`config.mk`:
```
export PLATFORM = sky130hd
export DESIGN_NAME = host_address_validator_top
export DESIGN_NICKNAME = d
export VERILOG_FILES = /design/src/hw/rtl/hav_pkg.sv /design/src/hw/rtl/hav_label_chk.sv /design/src/hw/rtl/hav_v6_chk.sv /design/src/hw/rtl/host_address_validator_top.sv
export SDC_FILE = /design/constraint.sdc
export NUM_CORES = 1
export LEC_CHECK = 0
export BUFFER_PORTS_ARGS = -buffer_cell sky130_fd_sc_hd__buf_2
export CAP_MARGIN = 10
export CORE_AREA = 2 2 97 99
export DETAILED_ROUTE_END_ITERATION = 6
export DIE_AREA = 0 0 99 101
export PLACE_DENSITY_LB_ADDON = 0.1
export REMOVE_ABC_BUFFERS = 1
export SYNTH_ARGS = -nofsm -noshare
export SYNTH_HDL_FRONTEND = slang
export SYNTH_SLANG_ARGS = --single-unit
export TNS_END_PERCENT = 10
```
`constraint.sdc`:
```
create_clock -name aclk -period 3.75 [get_ports aclk]
set_clock_uncertainty 0.05 [all_clocks]
set_input_delay 0.5625 -clock aclk [delete_from_list [all_inputs] [get_ports aclk]]
set_output_delay 0.5625 -clock aclk [all_outputs]
set_load 0.01 [all_outputs]
```
`src/hw/rtl/hav_pkg.sv`:
```
// ---------------------------------------------------------------------------
// hav_pkg
// shared constants, status codes, result structs and character classes for
// the host address validator
// ---------------------------------------------------------------------------
package hav_pkg;

    localparam int HOST_LEN_LIMIT = 255;

    localparam logic [7:0] CH_HYPHEN   = 8'h2d;
    localparam logic [7:0] CH_PERIOD   = 8'h2e;
    localparam logic [7:0] CH_IPV6_SEP = 8'h3a;

    localparam int STATUS_W = 3;
    localparam int INDEX_W  = 8;

    localparam logic [STATUS_W-1:0] ST_OK          = 3'd0;
    localparam logic [STATUS_W-1:0] ST_BAD_IPV6    = 3'd1;
    localparam logic [STATUS_W-1:0] ST_TOO_LONG    = 3'd2;
    localparam logic [STATUS_W-1:0] ST_EMPTY_LABEL = 3'd3;
    localparam logic [STATUS_W-1:0] ST_EDGE_HYPHEN = 3'd4;
    localparam logic [STATUS_W-1:0] ST_ILLEGAL_CH  = 3'd5;

    localparam logic [INDEX_W-1:0] LABEL_COUNT_MAX = 8'd255;
    localparam logic [3:0]         V6_GROUP_SAT    = 4'd9;
    localparam logic [2:0]         V6_DIGITS_MAX   = 3'd4;
    localparam logic [3:0]         V6_GROUPS_FULL  = 4'd8;
    localparam logic [3:0]         V6_GROUPS_SHORT = 4'd7;

    typedef struct packed {
        logic                seen_period;
        logic                too_long;
        logic [STATUS_W-1:0] label_err;
        logic [INDEX_W-1:0]  label_idx;
    } lbl_result_t;

    typedef struct packed {
        logic seen_colon;
        logic addr_ok;
    } v6_result_t;

    function automatic logic is_hex(input logic [7:0] c);
        return (c inside {[8'h30:8'h39], [8'h41:8'h46], [8'h61:8'h66]});
    endfunction

    function automatic logic is_label_char(input logic [7:0] c);
        return (c inside {[8'h30:8'h39], [8'h41:8'h5a], [8'h61:8'h7a], CH_HYPHEN});
    endfunction

endpackage

```
`src/hw/rtl/hav_label_chk.sv`:
```
// ---------------------------------------------------------------------------
// hav_label_chk
// per-label hostname checks, first failing label and total length tracking
// ---------------------------------------------------------------------------
module hav_label_chk #(
    parameter int MAX_LENGTH = hav_pkg::HOST_LEN_LIMIT
) (
    input  logic                 aclk,
    input  logic                 aresetn,
    input  logic                 step,
    input  logic [7:0]           ch,
    input  logic                 has_char,
    input  logic                 last,
    output hav_pkg::lbl_result_t result
);

    localparam int LEN_W = $clog2(MAX_LENGTH + 2);
    localparam logic [LEN_W-1:0] LEN_LIMIT = LEN_W'(MAX_LENGTH);

    logic [LEN_W-1:0]                   total_len_reg, total_len_next;
    logic [hav_pkg::INDEX_W-1:0]        label_cnt_reg, label_cnt_next;
    logic                               nonempty_reg, nonempty_next;
    logic                               starts_hyp_reg, starts_hyp_next;
    logic                               prev_hyp_reg, prev_hyp_next;
    logic                               bad_ch_reg, bad_ch_next;
    logic                               seen_period_reg, seen_period_next;
    logic [hav_pkg::STATUS_W-1:0]       first_err_reg, first_err_next;
    logic [hav_pkg::INDEX_W-1:0]        first_lbl_reg, first_lbl_next;

    logic [hav_pkg::STATUS_W-1:0]       close_err, end_err;
    logic                               is_period, is_hyp;

    // error code of a label at the point it is closed
    function automatic logic [hav_pkg::STATUS_W-1:0] label_code(
        input logic nonempty, input logic sh, input logic ph, input logic bad);
        if (!nonempty)     return hav_pkg::ST_EMPTY_LABEL;
        else if (sh || ph) return hav_pkg::ST_EDGE_HYPHEN;
        else if (bad)      return hav_pkg::ST_ILLEGAL_CH;
        else               return hav_pkg::ST_OK;
    endfunction

    assign is_period = (ch == hav_pkg::CH_PERIOD);
    assign is_hyp    = (ch == hav_pkg::CH_HYPHEN);
    assign close_err = label_code(nonempty_reg, starts_hyp_reg, prev_hyp_reg, bad_ch_reg);

    always_comb begin
        total_len_next   = total_len_reg;
        label_cnt_next   = label_cnt_reg;
        nonempty_next    = nonempty_reg;
        starts_hyp_next  = starts_hyp_reg;
        prev_hyp_next    = prev_hyp_reg;
        bad_ch_next      = bad_ch_reg;
        seen_period_next = seen_period_reg;
        first_err_next   = first_err_reg;
        first_lbl_next   = first_lbl_reg;

        if (has_char) begin
            if (total_len_reg <= LEN_LIMIT) begin
                total_len_next = total_len_reg + 1'b1;
            end
            if (is_period) begin
                seen_period_next = 1'b1;
                if (first_err_reg == hav_pkg::ST_OK && close_err != hav_pkg::ST_OK) begin
                    first_err_next = close_err;
                    first_lbl_next = label_cnt_reg;
                end
                if (label_cnt_reg != hav_pkg::LABEL_COUNT_MAX) begin
                    label_cnt_next = label_cnt_reg + 1'b1;
                end
                nonempty_next   = 1'b0;
                starts_hyp_next = 1'b0;
                prev_hyp_next   = 1'b0;
                bad_ch_next     = 1'b0;
            end else begin
                if (!nonempty_reg) begin
                    starts_hyp_next = is_hyp;
                end
                nonempty_next = 1'b1;
                prev_hyp_next = is_hyp;
                bad_ch_next   = bad_ch_reg | ~hav_pkg::is_label_char(ch);
            end
        end

        // closing the final label
        end_err = label_code(nonempty_next, starts_hyp_next, prev_hyp_next, bad_ch_next);

        result.seen_period = seen_period_next;
        result.too_long    = (total_len_next > LEN_LIMIT);
        if (first_err_next != hav_pkg::ST_OK) begin
            result.label_err = first_err_next;
            result.label_idx = first_lbl_next;
        end else begin
            result.label_err = end_err;
            result.label_idx = label_cnt_next;
        end
    end

    always_ff @(posedge aclk) begin
        if (!aresetn || (step && last)) begin
            total_len_reg   <= '0;
            label_cnt_reg   <= '0;
            nonempty_reg    <= 1'b0;
            starts_hyp_reg  <= 1'b0;
            prev_hyp_reg    <= 1'b0;
            bad_ch_reg      <= 1'b0;
            seen_period_reg <= 1'b0;
            first_err_reg   <= hav_pkg::ST_OK;
            first_lbl_reg   <= '0;
        end else if (step) begin
            total_len_reg   <= total_len_next;
            label_cnt_reg   <= label_cnt_next;
            nonempty_reg    <= nonempty_next;
            starts_hyp_reg  <= starts_hyp_next;
            prev_hyp_reg    <= prev_hyp_next;
            bad_ch_reg      <= bad_ch_next;
            seen_period_reg <= seen_period_next;
            first_err_reg   <= first_err_next;
            first_lbl_reg   <= first_lbl_next;
        end
    end

endmodule

```
`src/hw/rtl/hav_v6_chk.sv`:
```
// ---------------------------------------------------------------------------
// hav_v6_chk
// pure-hex ipv6 literal grammar tracker
// ---------------------------------------------------------------------------
module hav_v6_chk (
    input  logic                aclk,
    input  logic                aresetn,
    input  logic                step,
    input  logic [7:0]          ch,
    input  logic                has_char,
    input  logic                last,
    output hav_pkg::v6_result_t result
);

    logic [2:0] digits_reg, digits_next;
    logic [3:0] groups_reg, groups_next;
    logic       dbl_reg, dbl_next;
    logic       prev_col_reg, prev_col_next;
    logic       invalid_reg, invalid_next;
    logic       started_reg, started_next;
    logic       seen_colon_reg, seen_colon_next;

    logic       is_col;
    logic [3:0] groups_end;

    assign is_col = (ch == hav_pkg::CH_IPV6_SEP);

    always_comb begin
        digits_next     = digits_reg;
        groups_next     = groups_reg;
        dbl_next        = dbl_reg;
        prev_col_next   = prev_col_reg;
        invalid_next    = invalid_reg;
        started_next    = started_reg;
        seen_colon_next = seen_colon_reg;

        if (has_char) begin
            started_next = 1'b1;
            if (is_col) begin
                seen_colon_next = 1'b1;
            end
            if (!invalid_reg) begin
                if (hav_pkg::is_hex(ch)) begin
                    // a single leading colon
                    if (prev_col_reg && groups_reg == '0 && !dbl_reg) begin
                        invalid_next = 1'b1;
                    end else if (digits_reg >= hav_pkg::V6_DIGITS_MAX) begin
                        invalid_next = 1'b1;
                    end else begin
                        digits_next = digits_reg + 1'b1;
                    end
                    prev_col_next = 1'b0;
                end else if (is_col) begin
                    if (digits_reg != '0) begin
                        if (groups_reg < hav_pkg::V6_GROUP_SAT) begin
                            groups_next = groups_reg + 1'b1;
                        end
                        digits_next   = '0;
                        prev_col_next = 1'b1;
                    end else if (prev_col_reg) begin
                        if (dbl_reg) begin
                            invalid_next = 1'b1;
                        end
                        dbl_next      = 1'b1;
                        prev_col_next = 1'b0;
                    end else if (!started_reg) begin
                        prev_col_next = 1'b1;
                    end else begin
                        // colon straight after a double colon
                        invalid_next = 1'b1;
                    end
                end else begin
                    invalid_next = 1'b1;
                end
            end
        end

        groups_end = groups_next + {3'b000, (digits_next != '0)};

        result.seen_colon = seen_colon_next;
        if (invalid_next || prev_col_next) begin
            result.addr_ok = 1'b0;
        end else if (dbl_next) begin
            result.addr_ok = (groups_end <= hav_pkg::V6_GROUPS_SHORT);
        end else begin
            result.addr_ok = (groups_end == hav_pkg::V6_GROUPS_FULL);
        end
    end

    always_ff @(posedge aclk) begin
        if (!aresetn || (step && last)) begin
            digits_reg     <= '0;
            groups_reg     <= '0;
            dbl_reg        <= 1'b0;
            prev_col_reg   <= 1'b0;
            invalid_reg    <= 1'b0;
            started_reg    <= 1'b0;
            seen_colon_reg <= 1'b0;
        end else if (step) begin
            digits_reg     <= digits_next;
            groups_reg     <= groups_next;
            dbl_reg        <= dbl_next;
            prev_col_reg   <= prev_col_next;
            invalid_reg    <= invalid_next;
            started_reg    <= started_next;
            seen_colon_reg <= seen_colon_next;
        end
    end

endmodule

```
`src/hw/rtl/host_address_validator_top.sv`:
```
// ---------------------------------------------------------------------------
// host_address_validator_top
// streaming hostname / ipv6 literal checker, one address byte per request
// ---------------------------------------------------------------------------
// usage:
//  - input channel (s_valid/s_ready): one request per address byte, s_ch with
//    s_has_char high; s_last marks the final request of a string. a request
//    with s_has_char low carries no byte (used to end an empty tail)
//  - result channel (m_valid/m_ready): exactly one result per string, given
//    for the request with s_last high; m_status 0 ok, 1 bad ipv6, 2 too long,
//    3 empty label, 4 label edge hyphen, 5 illegal character; m_label_index
//    names the failing label for codes 3 to 5 and is 0 otherwise
//  - path: a request sits in the input register while the checkers update,
//    and the result register loads as the last request leaves it
//  - throughput: one request per cycle while no stall holds the input
//    register; the label and ipv6 trackers update between the registers
//  - stall: while an undelivered result is held, requests without s_last
//    still drain; a further last request waits in the input register and
//    s_ready drops once that register cannot move on
//  - reset: synchronous, active low; clears the valid flags of both registers
//    and all tracker state, so the next byte starts a fresh string
// ---------------------------------------------------------------------------
module host_address_validator_top #(
    parameter int MAX_LENGTH = hav_pkg::HOST_LEN_LIMIT
) (
    input  logic                          aclk,
    input  logic                          aresetn,
    // input channel
    input  logic                          s_valid,
    output logic                          s_ready,
    input  logic [7:0]                    s_ch,
    input  logic                          s_has_char,
    input  logic                          s_last,
    // result channel
    output logic                          m_valid,
    input  logic                          m_ready,
    output logic [hav_pkg::STATUS_W-1:0]  m_status,
    output logic [hav_pkg::INDEX_W-1:0]   m_label_index
);

    // input register
    logic       in_valid_reg, in_valid_next;
    logic [7:0] in_ch_reg;
    logic       in_has_reg;
    logic       in_last_reg;

    // result register
    logic                         out_valid_reg, out_valid_next;
    logic [hav_pkg::STATUS_W-1:0] out_status_reg, out_status_next;
    logic [hav_pkg::INDEX_W-1:0]  out_index_reg, out_index_next;

    logic                 out_free;
    logic                 consume;
    logic                 s_take;
    hav_pkg::lbl_result_t lbl_res;
    hav_pkg::v6_result_t  v6_res;

    // the held request moves on unless it needs the result register and that
    // register still holds an undelivered result
    assign out_free = !out_valid_reg || m_ready;
    assign consume  = in_valid_reg && (!in_last_reg || out_free);
    assign s_ready  = !in_valid_reg || consume;
    assign s_take   = s_valid && s_ready;

    hav_label_chk #(
        .MAX_LENGTH (MAX_LENGTH)
    ) u_label (
        .aclk     (aclk),
        .aresetn  (aresetn),
        .step     (consume),
        .ch       (in_ch_reg),
        .has_char (in_has_reg),
        .last     (in_last_reg),
        .result   (lbl_res)
    );

    hav_v6_chk u_v6 (
        .aclk     (aclk),
        .aresetn  (aresetn),
        .step     (consume),
        .ch       (in_ch_reg),
        .has_char (in_has_reg),
        .last     (in_last_reg),
        .result   (v6_res)
    );

    // colon rules take precedence, then the length limit, then label errors
    always_comb begin
        out_index_next = '0;
        if (v6_res.seen_colon) begin
            if (lbl_res.seen_period || !v6_res.addr_ok) begin
                out_status_next = hav_pkg::ST_BAD_IPV6;
            end else begin
                out_status_next = hav_pkg::ST_OK;
            end
        end else if (lbl_res.too_long) begin
            out_status_next = hav_pkg::ST_TOO_LONG;
        end else begin
            out_status_next = lbl_res.label_err;
            if (lbl_res.label_err != hav_pkg::ST_OK) begin
                out_index_next = lbl_res.label_idx;
            end
        end
    end

    assign in_valid_next = s_take ? 1'b1 : (consume ? 1'b0 : in_valid_reg);

    always_comb begin
        out_valid_next = out_valid_reg;
        if (consume && in_last_reg) begin
            out_valid_next = 1'b1;
        end else if (m_ready) begin
            out_valid_next = 1'b0;
        end
    end

    always_ff @(posedge aclk) begin
        if (!aresetn) begin
            in_valid_reg  <= 1'b0;
            out_valid_reg <= 1'b0;
        end else begin
            in_valid_reg  <= in_valid_next;
            out_valid_reg <= out_valid_next;
        end
    end

    // payload registers, no reset needed
    always_ff @(posedge aclk) begin
        if (s_take) begin
            in_ch_reg   <= s_ch;
            in_has_reg  <= s_has_char;
            in_last_reg <= s_last;
        end
        if (consume && in_last_reg) begin
            out_status_reg <= out_status_next;
            out_index_reg  <= out_index_next;
        end
    end

    assign m_valid       = out_valid_reg;
    assign m_status      = out_status_reg;
    assign m_label_index = out_index_reg;

endmodule
```
==> results of run 1 <==
[kinds of logic (layout without fill, tap and decap cells)]
group / Yosys count / after routing
flops: 68 / 68
simple gates: 178 / 178
buf+inv: 26 / 58
mux: 5 / 5
compound gates: 112 / 112
xor+xnor: 13 / 13
fa+ha+maj: 9 / 9
[report_power, final]
part           switching [mW]  internal, mW  total (mW)
logic                  0.0621        0.0364      0.0985
registers              0.0130         0.772       0.785
clock network           0.280         0.304       0.585
[Yosys cell counts (2+ instances only)]
cell,n
a21boi_0,2
nand3b_1,3
a32oi_1,2
dfxtp_1,47
a311oi_1,3
nor4_1,5
ha_1,9
a21o_1,6
and2_1,5
nor3_1,15
o31ai_1,2
a2111oi_2,2
a211oi_1,7
xor2_1,5
inv_1,11
a21oi_1,37
or3_1,8
o21a_1,4
and3_1,4
nand4b_1,2
o21ai_0,16
xnor2_1,8
a22oi_1,2
nor2_1,51
nand2_1,47
mux2i_1,3
a31oi_1,7
o41ai_1,2
a211o_1,2
nand2b_1,5
clkbuf_1,14
o21ai_2,2
o211ai_1,7
nand4_1,5
mux2_2,2
nor2b_1,4
edfxtp_1,21
and4bb_2,2
nor2_2,2
nand3_1,9
and4_1,2
[worst paths after layout]
| path | start | slack, ns | end |
|---|---|---|---|
| max | in_ch_reg[2]$_DFFE_PP_ | 0.29 | m_status[0]$_DFFE_PP_ |
| min | s_ch[6] | 0.35 | in_ch_reg[6]$_DFFE_PP_ |
| max reg2reg | in_ch_reg[2]$_DFFE_PP_ | 0.29 | m_status[0]$_DFFE_PP_ |
| min reg2reg | u_label.first_lbl_reg[4]$_SDFFE_PP0P_ | 0.40 | u_label.first_lbl_reg[4]$_SDFFE_PP0P_ |
[cell usage in the layout, fill, tap and decap left out, drive strengths merged, types with 3 or more instances in the layout]
cell and n:
buf 31, a21o 6, and3 4, o211ai 7, clkbuf 11, nor3 16
nand3 9, nand2b 5, a2111oi 3, a21oi 38, nor2 53, ha 9
a311oi 3, a31oi 8, o21ai 19, xnor2 8, nand2 48, nor4 5
dfxtp 47, nor2b 4, nand4 5, inv 11, a211oi 8, xor2 5
clkinv 3, mux2i 3, o21a 4, or3 8, and2 5, edfxtp 21
nand3b 3
[what timing repair did]
item	CTS	global route
setup endpoints to repair	0	1
resized for setup	0	1
setup buffers	0	0
endpoints found under the hold margin	0	0
[layout make-up]
| type | instances | area [µm²] |
|---|---|---|
| Clock buffer | 11 | 131.4 |
| Clock inverter | 5 | 52.55 |
| Fill cell | 894 | 4907 |
| Inverter | 11 | 41.29 |
| Multi-Input combinational cell | 317 | 1954 |
| Sequential cell | 68 | 1572 |
| Tap cell | 111 | 138.9 |
| Timing Repair Buffer | 31 | 180.2 |
[worst max-delay path, cell delays in order (launching register included)]
cell and delay, ns:
edfxtp_1 0.52, o41ai_1 0.52, a311oi_2 0.12, o21a_1 0.27
nand3b_1 0.11, a21oi_1 0.06, o21ai_0 0.23, ha_1 0.23
nand2_1 0.07, a21oi_1 0.25, o21a_1 0.20, nor3_1 0.05
o41ai_1 0.43, nor2_1 0.08
[metal layers]
layer | share of wire | track usage | vias to the layer above
li1 | - | - | 1563
met1 | 0.48 | 0.2447 | 1430
met2 | 0.45 | 0.2755 | 81
met3 | 0.052 | 0.03190 | 16
met4 | 0.016 | 0.07376 | 0
met5 | 0 | 0 | -
[stage by stage]
step,hold WS (ns),std cells,worst slack [ns]
floorplan,0.3787,396,0.7673
global placement,0.3892,538,0.5317
detailed placement,0.3958,538,0.3502
CTS,0.3271,554,0.3215
global route,0.3205,554,0.1317
finish,0.3450,554,0.2921
==> flow_summary_export.csv, run 1 <==
group,metric,value,unit
hold_path,hold_depth,1,
logic_synthesis,synth.area.top_cells,"dfxtp_1, edfxtp_1, nor2_1, a21oi_1, nand2_1",
logic_synthesis,synthDistinctLibCells,60,
cts,cts_sinks,68,
floorplan,die_x,99,µm
cells_and_area,area_growth,12.48,%
logic_synthesis,synth-main-ff-cell,"dfxtp_1",
route,drt_wl_total,8314,µm
floorplan,initial_utilization,0.4031,
placement,place_area,0.003880,mm²
logic_synthesis,synth_top_area_cell,"dfxtp_1",
placement,io_buffers,26,
sta,grt_setup_unrepaired,"no",
cts,ctsHoldBuffers,0,
logic_synthesis,synth_edf_count,21,
floorplan,core_area,0.008977,mm²
logic_synthesis,ys_warn_count,0,
logic_synthesis,synth_xor_area_frac,0.03147,
sta,drv_slew,0,
setup_path,critical_path_class,"reg -> reg",
power_and_ir_drop,total_power,1.468,mW
logic_synthesis,synthAdderAreaFrac,0.03112,
cts,path_clk_slew,0.07,ns
logic_synthesis,yosys-mux-area-fraction,0.01452,
outcome,status,"finished clean",
cells_and_area,finish.utilization,0.4534,
setup_path,startpoint_type,"flip-flop",
setup_path,crit_fanout,9,
setup_path,cp.required,3.78,ns
sta,fin_setup_tns,0,ns
cells_and_area,drive_above_1_share,0.1467,
placement,gp_congestion,0.8001,
logic_synthesis,async_flop_share,0,
cts,numCtsBuffers,9,
global_routing,antenna_found_initial,0,
logic_synthesis,synthSimpleGateAreaFrac,0.2476,
logic_synthesis,ys_seq_elements,68,
logic_synthesis,synth_top_area_share,0.2600,
flow_run,cap_violations,0,
power_and_ir_drop,peakVddDrop,0.1814,mV
floorplan,die_y,101,µm
global_routing,grt_usage,0.1777,
setup_path,rr_worst_depth,13,
sta,slew_headroom,0.5923,
route,drtIter0Drc,122,
route,vias,3090,
cts,clk_path_buf_depth,2,
hold_path,min-delay-path-class,"in -> reg",
sta,tightest_slew,0.6093,ns
cts,htreeDepth,3,
cts,tritoncts,"yes",
sta,post-route-min-period,3.458,ns
route,antenna_left,0,
global_routing,grt_pass1_wl,14310,µm
logic_synthesis,syn-cell-area,0.003618,mm²
sta,max_freq,289.2,MHz
logic_synthesis,synth-compound-area-share,0.2137,
cells_and_area,antenna_cells,0,
route,first_pass_iters,4,
sta,setup_viol,0,
cells_and_area,largest_reg_flops,9,
route,via_per_inst,5.578,
setup_path,arrival,3.49,ns
sta,fin_crit_sh,0.9221,
floorplan,io_pins,27,
cells_and_area,fin_area,0.004070,mm²
sta,hold_viol,0,
global_routing,grt_pass1_vias,3003,
route,wl_per_cell,15.01,µm
cts,clock_latency,0.34,ns
setup_path,crit_path_end_kind,"flip-flop",
route,drc,0,
floorplan,row_count,35,
power_and_ir_drop,p_leak,1.479,nW
logic_synthesis,syn_avg_cell_area,8.804,µm²
power_and_ir_drop,p_per_area,360.7,mW/mm²
global_routing,grt_start_max_net_pins,31,
logic_synthesis,seq_area_frac_synth,0.4343,
logic_synthesis,synth_top_family_by_area,"simple AND/OR/NAND/NOR gates",
floorplan,design.die.area,0.009999,mm²
placement,dp_hpwl,5930,µm
logic_synthesis,synthCells,411,
cts,root_buffer,"clkbuf_8",
global_routing,grt_overflow,0,
cells_and_area,final_nets,461,
No activity file was read; power rests on OpenSTA's default activity.
==> inputs of run 2 (changes only) <==
==> constraint.sdc (replaced) <==
create_clock -name aclk -period 3.75 [get_ports aclk]
set_clock_uncertainty 0.05 [all_clocks]
set_input_delay 0.75 -clock aclk [delete_from_list [all_inputs] [get_ports aclk]]
set_output_delay 0.75 -clock aclk [all_outputs]
set_load 0.01 [all_outputs]
==> run 2 against run 1 <==
  * Final area shrank 0.12%
  * Die area stayed put
  * Global-route usage increased by 0.16 points
  * Count of clock-buffer cells in the layout increased by 1
  * Sequential cell count is the same
  * Cell count unchanged
  * Register-to-register slack gained 0.06 ns
  * Worst hold slack better by 0.056 ns
  * Non-clock buffer count unchanged
  * Setup slack better by 0.065 ns
  * Critical path depth stayed put
  * Largest cell class unchanged
==> flow_summary_export.csv, run 2 (synthesis results as in run 1) <==
group,metric,value,unit
outcome,status,"finished clean",
floorplan,initial_utilization,0.4031,
sta,fin_crit_sh,0.9048,
floorplan,die_x,99,µm
route,drtIter0Drc,189,
setup_path,r2r_slack,0.36,ns
sta,fin_setup_tns,0,ns
sta,grt_setup_unrepaired,"no",
cts,postCtsSetupBuffers,0,
cts,root_buffer,"clkbuf_8",
cells_and_area,most-common-layout-cells,"nor2_1, nand2_1, dfxtp_1",
flow_run,cap_violations,0,
floorplan,design.die.area,0.009999,mm²
sta,slew_headroom,0.5881,
setup_path,arrival,3.43,ns
route,antenna_left,0,
setup_path,cp-startpoint,"in_ch_reg[1]$_DFFE_PP_",
placement,dp_hpwl,5879,µm
floorplan,row_count,35,
setup_path,cp_cell_sequence,"o41ai_1, a311oi_2, o21a_1, nand3b_1, a21oi_1, o21ai_0, ha_1, nand2_1, a21oi_1, o21a_1, nor3_1, o41ai_1, nor2_1",
setup_path,cpLargestDelayFamily,"compound AO/OA/AOI/OAI gates",
setup_path,rr_worst_depth,13,
placement,io_buffers,26,
route,vias,3122,
sta,max_freq,294.7,MHz
power_and_ir_drop,p_leak,1.477,nW
global_routing,grt_start_max_net_pins,31,
cells_and_area,final_nets,461,
route,drc,0,
cells_and_area,final_common_cell,"nor2_1",
route,first_pass_iters,4,
setup_path,cp_num_buf_inv,0,
cts,path_clk_slew,0.07,ns
cells_and_area,nFillCells,885,
global_routing,grt_pass1_vias,2990,
cells_and_area,drive_above_1_share,0.1467,
global_routing,grt_pass1_wl,14410,µm
cts,tritoncts,"yes",
setup_path,crit_path_end_kind,"flip-flop",
setup_path,r2r_end,"m_status[0]$_DFFE_PP_",
cts,numCtsBuffers,9,
setup_path,startpoint_type,"flip-flop",
setup_path,crit_fanout,7,
sta,post-route-min-period,3.393,ns
route,drt_wl_total,8359,µm
placement,gp_congestion,0.8005,
setup_path,cp.required,3.79,ns
setup_path,r2r_start,"in_ch_reg[1]$_DFFE_PP_",
floorplan,io_pins,27,
cts,htreeDepth,3,
floorplan,die_y,101,µm
setup_path,critical_path_class,"reg -> reg",
cts,clk_path_buf_depth,2,
power_and_ir_drop,peakVddDrop,0.2726,mV
cells_and_area,area_growth,12.34,%
setup_path,max_stage_delay,0.55,ns
global_routing,grt_overflow,0,
power_and_ir_drop,p_per_area,354.8,mW/mm²
setup_path,cp_num_cells,13,
cells_and_area,largest_reg_flops,9,
cts,clock_latency,0.34,ns
sta,setup_viol,0,
route,via_per_inst,5.635,
global_routing,antenna_found_initial,0,
cells_and_area,antenna_cells,0,
floorplan,core_area,0.008977,mm²
sta,hold_viol,0,
hold_path,min-delay-path-class,"reg -> reg",
cells_and_area,finish.utilization,0.4528,
sta,drv_slew,0,
cts,cts_sinks,68,
sta,tightest_slew,0.6155,ns
setup_path,crit_path_end,"m_status[0]$_DFFE_PP_",
global_routing,grt_usage,0.1793,
setup_path,cp_slowest_cell,"o41ai_1",
route,wl_per_cell,15.09,µm
cts,ctsHoldBuffers,0,
[run 2: cell types whose count changed in the layout (fill, tap and decap cells not counted)]
cell / delta
bufinv_16: -1
clkbuf_16: +1
[run 2: power by group]
| group | switching (mW) | leakage (nW) | internal (mW) |
|---|---|---|---|
| Clock | 0.282 | 0.0913 | 0.277 |
| Combinational | 0.0614 | 0.805 | 0.0364 |
| Sequential | 0.0133 | 0.580 | 0.772 |
[run 2: area by class of cell]
cell class              instances  area [µm²]  area share
clock buffers                  12       156.4     0.03847
clock inverters                 4       22.52    0.005540
inverters                      11       41.29     0.01016
multi-input cells             317        1954      0.4808
flip-flops and latches         68        1572      0.3866
well taps                     111       138.9     0.03416
repair buffers                 31       180.2     0.04432
[run 2: timing repair]
action | in CTS | in global routing
setup endpoints to repair | 0 | 1
resized for setup | 0 | 1
hold endpoints to repair | 0 | 0
[run 2: through the flow]
step	hold WS, ns	power [mW]	std cells	cell area (µm²)	setup slack, ns
final	0.4012	1.442	554	4065	0.3568
after global routing	0.4307	1.504	554	4065	0.04573
after CTS	0.4050	1.460	554	4059	0.2961
after detailed placement	0.3948	0.8996	538	3880	0.3112
after global placement	0.3892	0.8983	538	3880	0.5283
after floorplan	0.3787	0.8604	396	3561	0.7673
[run 2: per-layer routing]
| layer | vias to the layer above | wire length (µm) | track usage |
|---|---|---|---|
| met5 | - | 0 | 0 |
| met4 | 0 | 105 | 0.07482 |
| met3 | 8 | 353 | 0.03051 |
| met2 | 73 | 3889 | 0.2781 |
| met1 | 1481 | 4010 | 0.2478 |
| li1 | 1560 | - | - |
[run 2: worst min-delay path by stage]
stage,startpoint,end,cells after the start
floorplan,u_label.first_lbl_reg[2]$_SDFFE_PP0P_,u_label.first_lbl_reg[2]$_SDFFE_PP0P_,2
global placement,u_label.first_lbl_reg[6]$_SDFFE_PP0P_,u_label.first_lbl_reg[6]$_SDFFE_PP0P_,2
detailed placement,u_label.first_lbl_reg[4]$_SDFFE_PP0P_,u_label.first_lbl_reg[4]$_SDFFE_PP0P_,2
CTS,u_label.first_lbl_reg[4]$_SDFFE_PP0P_,u_label.first_lbl_reg[4]$_SDFFE_PP0P_,2
global route,u_label.first_lbl_reg[4]$_SDFFE_PP0P_,u_label.first_lbl_reg[4]$_SDFFE_PP0P_,2
finish,u_label.first_lbl_reg[4]$_SDFFE_PP0P_,u_label.first_lbl_reg[4]$_SDFFE_PP0P_,2
[run 2: worst min-delay path: cells and delay by family (launching register included)]
| kind | cells | cell delay (ns) |
|---|---|---|
| AND/OR/NAND/NOR | 1 | 0.05 |
| AO/OA/AOI/OAI | 1 | 0.05 |
| flip-flops | 1 | 0.31 |
==> inputs of run 3 (changes only) <==
--- a/config.mk
+++ b/config.mk
@@ -8,6 +8,7 @@
 export BUFFER_PORTS_ARGS = -buffer_cell sky130_fd_sc_hd__buf_2
 export CAP_MARGIN = 10
 export CORE_AREA = 2 2 97 99
+export CTS_BUF_LIST = sky130_fd_sc_hd__clkbuf_8
 export DETAILED_ROUTE_END_ITERATION = 6
 export DIE_AREA = 0 0 99 101
 export PLACE_DENSITY_LB_ADDON = 0.1
@@ -15,4 +16,4 @@
 export SYNTH_ARGS = -nofsm -noshare
 export SYNTH_HDL_FRONTEND = slang
 export SYNTH_SLANG_ARGS = --single-unit
-export TNS_END_PERCENT = 10
+export TNS_END_PERCENT = 100
==> run 3 against run 2 <==
  * Die area unchanged
  * Wire length about the same
  * First-iteration DRC count increased by 2.1%
  * Total power up 1.5%
  * Via count is 0.58% lower
  * Critical path depth is the same
  * Combinational power about the same
  * Worst hold slack improved by 0.00069 ns
==> flow_summary_export.csv, run 3 (synthesis results as in run 1) <==
group,metric,value,unit
outcome,status,"finished clean",
route,first_pass_iters,4,
setup_path,startpoint_type,"flip-flop",
cells_and_area,largest_reg_flops,9,
cells_and_area,finish.utilization,0.4534,
setup_path,r2r_end,"m_status[0]$_DFFE_PP_",
floorplan,initial_utilization,0.4031,
cts,postCtsSetupBuffers,0,
setup_path,arrival,3.42,ns
setup_path,crit_fanout,7,
floorplan,design.die.area,0.009999,mm²
sta,drv_slew,0,
placement,dp.cells,538,
sta,max_freq,295.7,MHz
cts,root_buffer,"clkbuf_8",
hold_path,hold_end,"u_label.first_lbl_reg[4]$_SDFFE_PP0P_",
floorplan,io_pins,27,
global_routing,grt_start_max_net_pins,31,
global_routing,grt_overflow,0,
cts,cts_sinks,68,
placement,io_buffers,26,
cells_and_area,drive_above_1_share,0.1467,
cts,tritoncts,"yes",
global_routing,grt_usage,0.1796,
global_routing,antenna_found_initial,0,
floorplan,core_area,0.008977,mm²
placement,gp_congestion,0.8005,
route,drc,0,
setup_path,rr_worst_depth,13,
route,antenna_left,0,
hold_path,min-delay-path-class,"reg -> reg",
sta,whs,0.4019,ns
cts,path_clk_slew,0.08,ns
route,vias,3104,
sta,fin_crit_sh,0.9017,
cells_and_area,final_nets,461,
power_and_ir_drop,total_power,1.464,mW
cells_and_area,fin_area,0.004070,mm²
sta,tightest_slew,0.6455,ns
cts,clock_latency,0.34,ns
floorplan,row_count,35,
cells_and_area,most-common-layout-cells,"nor2_1, nand2_1, dfxtp_1",
setup_path,cp.required,3.79,ns
hold_path,hp-start,"u_label.first_lbl_reg[4]$_SDFFE_PP0P_",
power_and_ir_drop,p_leak,1.487,nW
route,drt_wl_total,8367,µm
placement,dp_hpwl,5879,µm
cells_and_area,final_common_cell,"nor2_1",
cells_and_area,layout.cells.non_filler,554,
power_and_ir_drop,peakVddDrop,0.2284,mV
placement,place_area,0.003880,mm²
power_and_ir_drop,p_per_area,359.6,mW/mm²
setup_path,critical_path_class,"reg -> reg",
setup_path,r2r_slack,0.37,ns
flow_run,cap_violations,0,
cts,htreeDepth,3,
placement,dp_worst_setup_slack,0.3112,ns
cts,numCtsBuffers,9,
sta,setup_viol,0,
setup_path,r2r_start,"in_ch_reg[1]$_DFFE_PP_",
global_routing,grt_pass1_wl,14390,µm
route,wl_per_cell,15.10,µm
setup_path,crit_path_end_kind,"flip-flop",
sta,slew_headroom,0.5681,
cells_and_area,area_growth,12.48,%
floorplan,die_x,99,µm
sta,post-route-min-period,3.381,ns
cts,clk_path_buf_depth,2,
sta,grt_setup_unrepaired,"no",
global_routing,grt_pass1_vias,2978,
hold_path,hold_depth,2,
route,via_per_inst,5.603,
sta,fin_setup_tns,0,ns
route,drtIter0Drc,193,
floorplan,die_y,101,µm
sta,hold_viol,0,
sta,setup_ws,0.3688,ns
cells_and_area,antenna_cells,0,
==> run 3: cell type report <==
class | count | area (µm²)
Clock buffer | 9 | 123.9
Clock inverter | 7 | 60.06
Fill cell | 885 | 4907
Inverter | 11 | 41.29
Multi-Input combinational cell | 317 | 1954
Sequential cell | 68 | 1572
Tap cell | 111 | 138.9
Timing Repair Buffer | 31 | 180.2
==> run 3: critical path, cell delays in order (launching register included) <==
cell and delay [ns]:
edfxtp_1 0.50, o41ai_1 0.54, a311oi_2 0.12, o21a_1 0.27
nand3b_1 0.10, a21oi_1 0.06, o21ai_0 0.22, ha_1 0.23
nand2_1 0.07, a21oi_1 0.22, o21a_1 0.20, nor3_1 0.06
o41ai_1 0.40, nor2_1 0.06
==> run 3: what timing repair did <==
action,in CTS,in global routing
setup endpoints to repair,0,1
hold buffers,0,0
resized for setup,0,1
==> run 3: metal layers <==
| metal | vias up | global-route usage | part of all wire |
|---|---|---|---|
| met5 | - | 0 | 0 |
| met4 | 0 | 0.05585 | 0.0074 |
| met3 | 4 | 0.04508 | 0.041 |
| met2 | 65 | 0.2760 | 0.46 |
| met1 | 1470 | 0.2491 | 0.49 |
| li1 | 1565 | - | - |
==> run 3: power by group <==
part / internal, mW / switching, mW
clock network: 0.299 / 0.282
registers: 0.772 / 0.0135
logic: 0.0364 / 0.0615
total: 1.11 / 0.357
==> run 3: worst max path at each step <==
stage / start / end / slack [ns] / cells past startpoint
5_1_grt: in_ch_reg[1]$_DFFE_PP_ / m_status[0]$_DFFE_PP_ / 0.05 / 13
3_5_place_dp: in_ch_reg[3]$_DFFE_PP_ / m_status[0]$_DFFE_PP_ / 0.31 / 12
2_1_floorplan: in_ch_reg[3]$_DFFE_PP_ / m_status[0]$_DFFE_PP_ / 0.77 / 11
4_1_cts: in_ch_reg[3]$_DFFE_PP_ / m_status[0]$_DFFE_PP_ / 0.30 / 12
3_3_place_gp: in_ch_reg[3]$_DFFE_PP_ / m_status[0]$_DFFE_PP_ / 0.53 / 11
6_report: in_ch_reg[1]$_DFFE_PP_ / m_status[0]$_DFFE_PP_ / 0.37 / 13
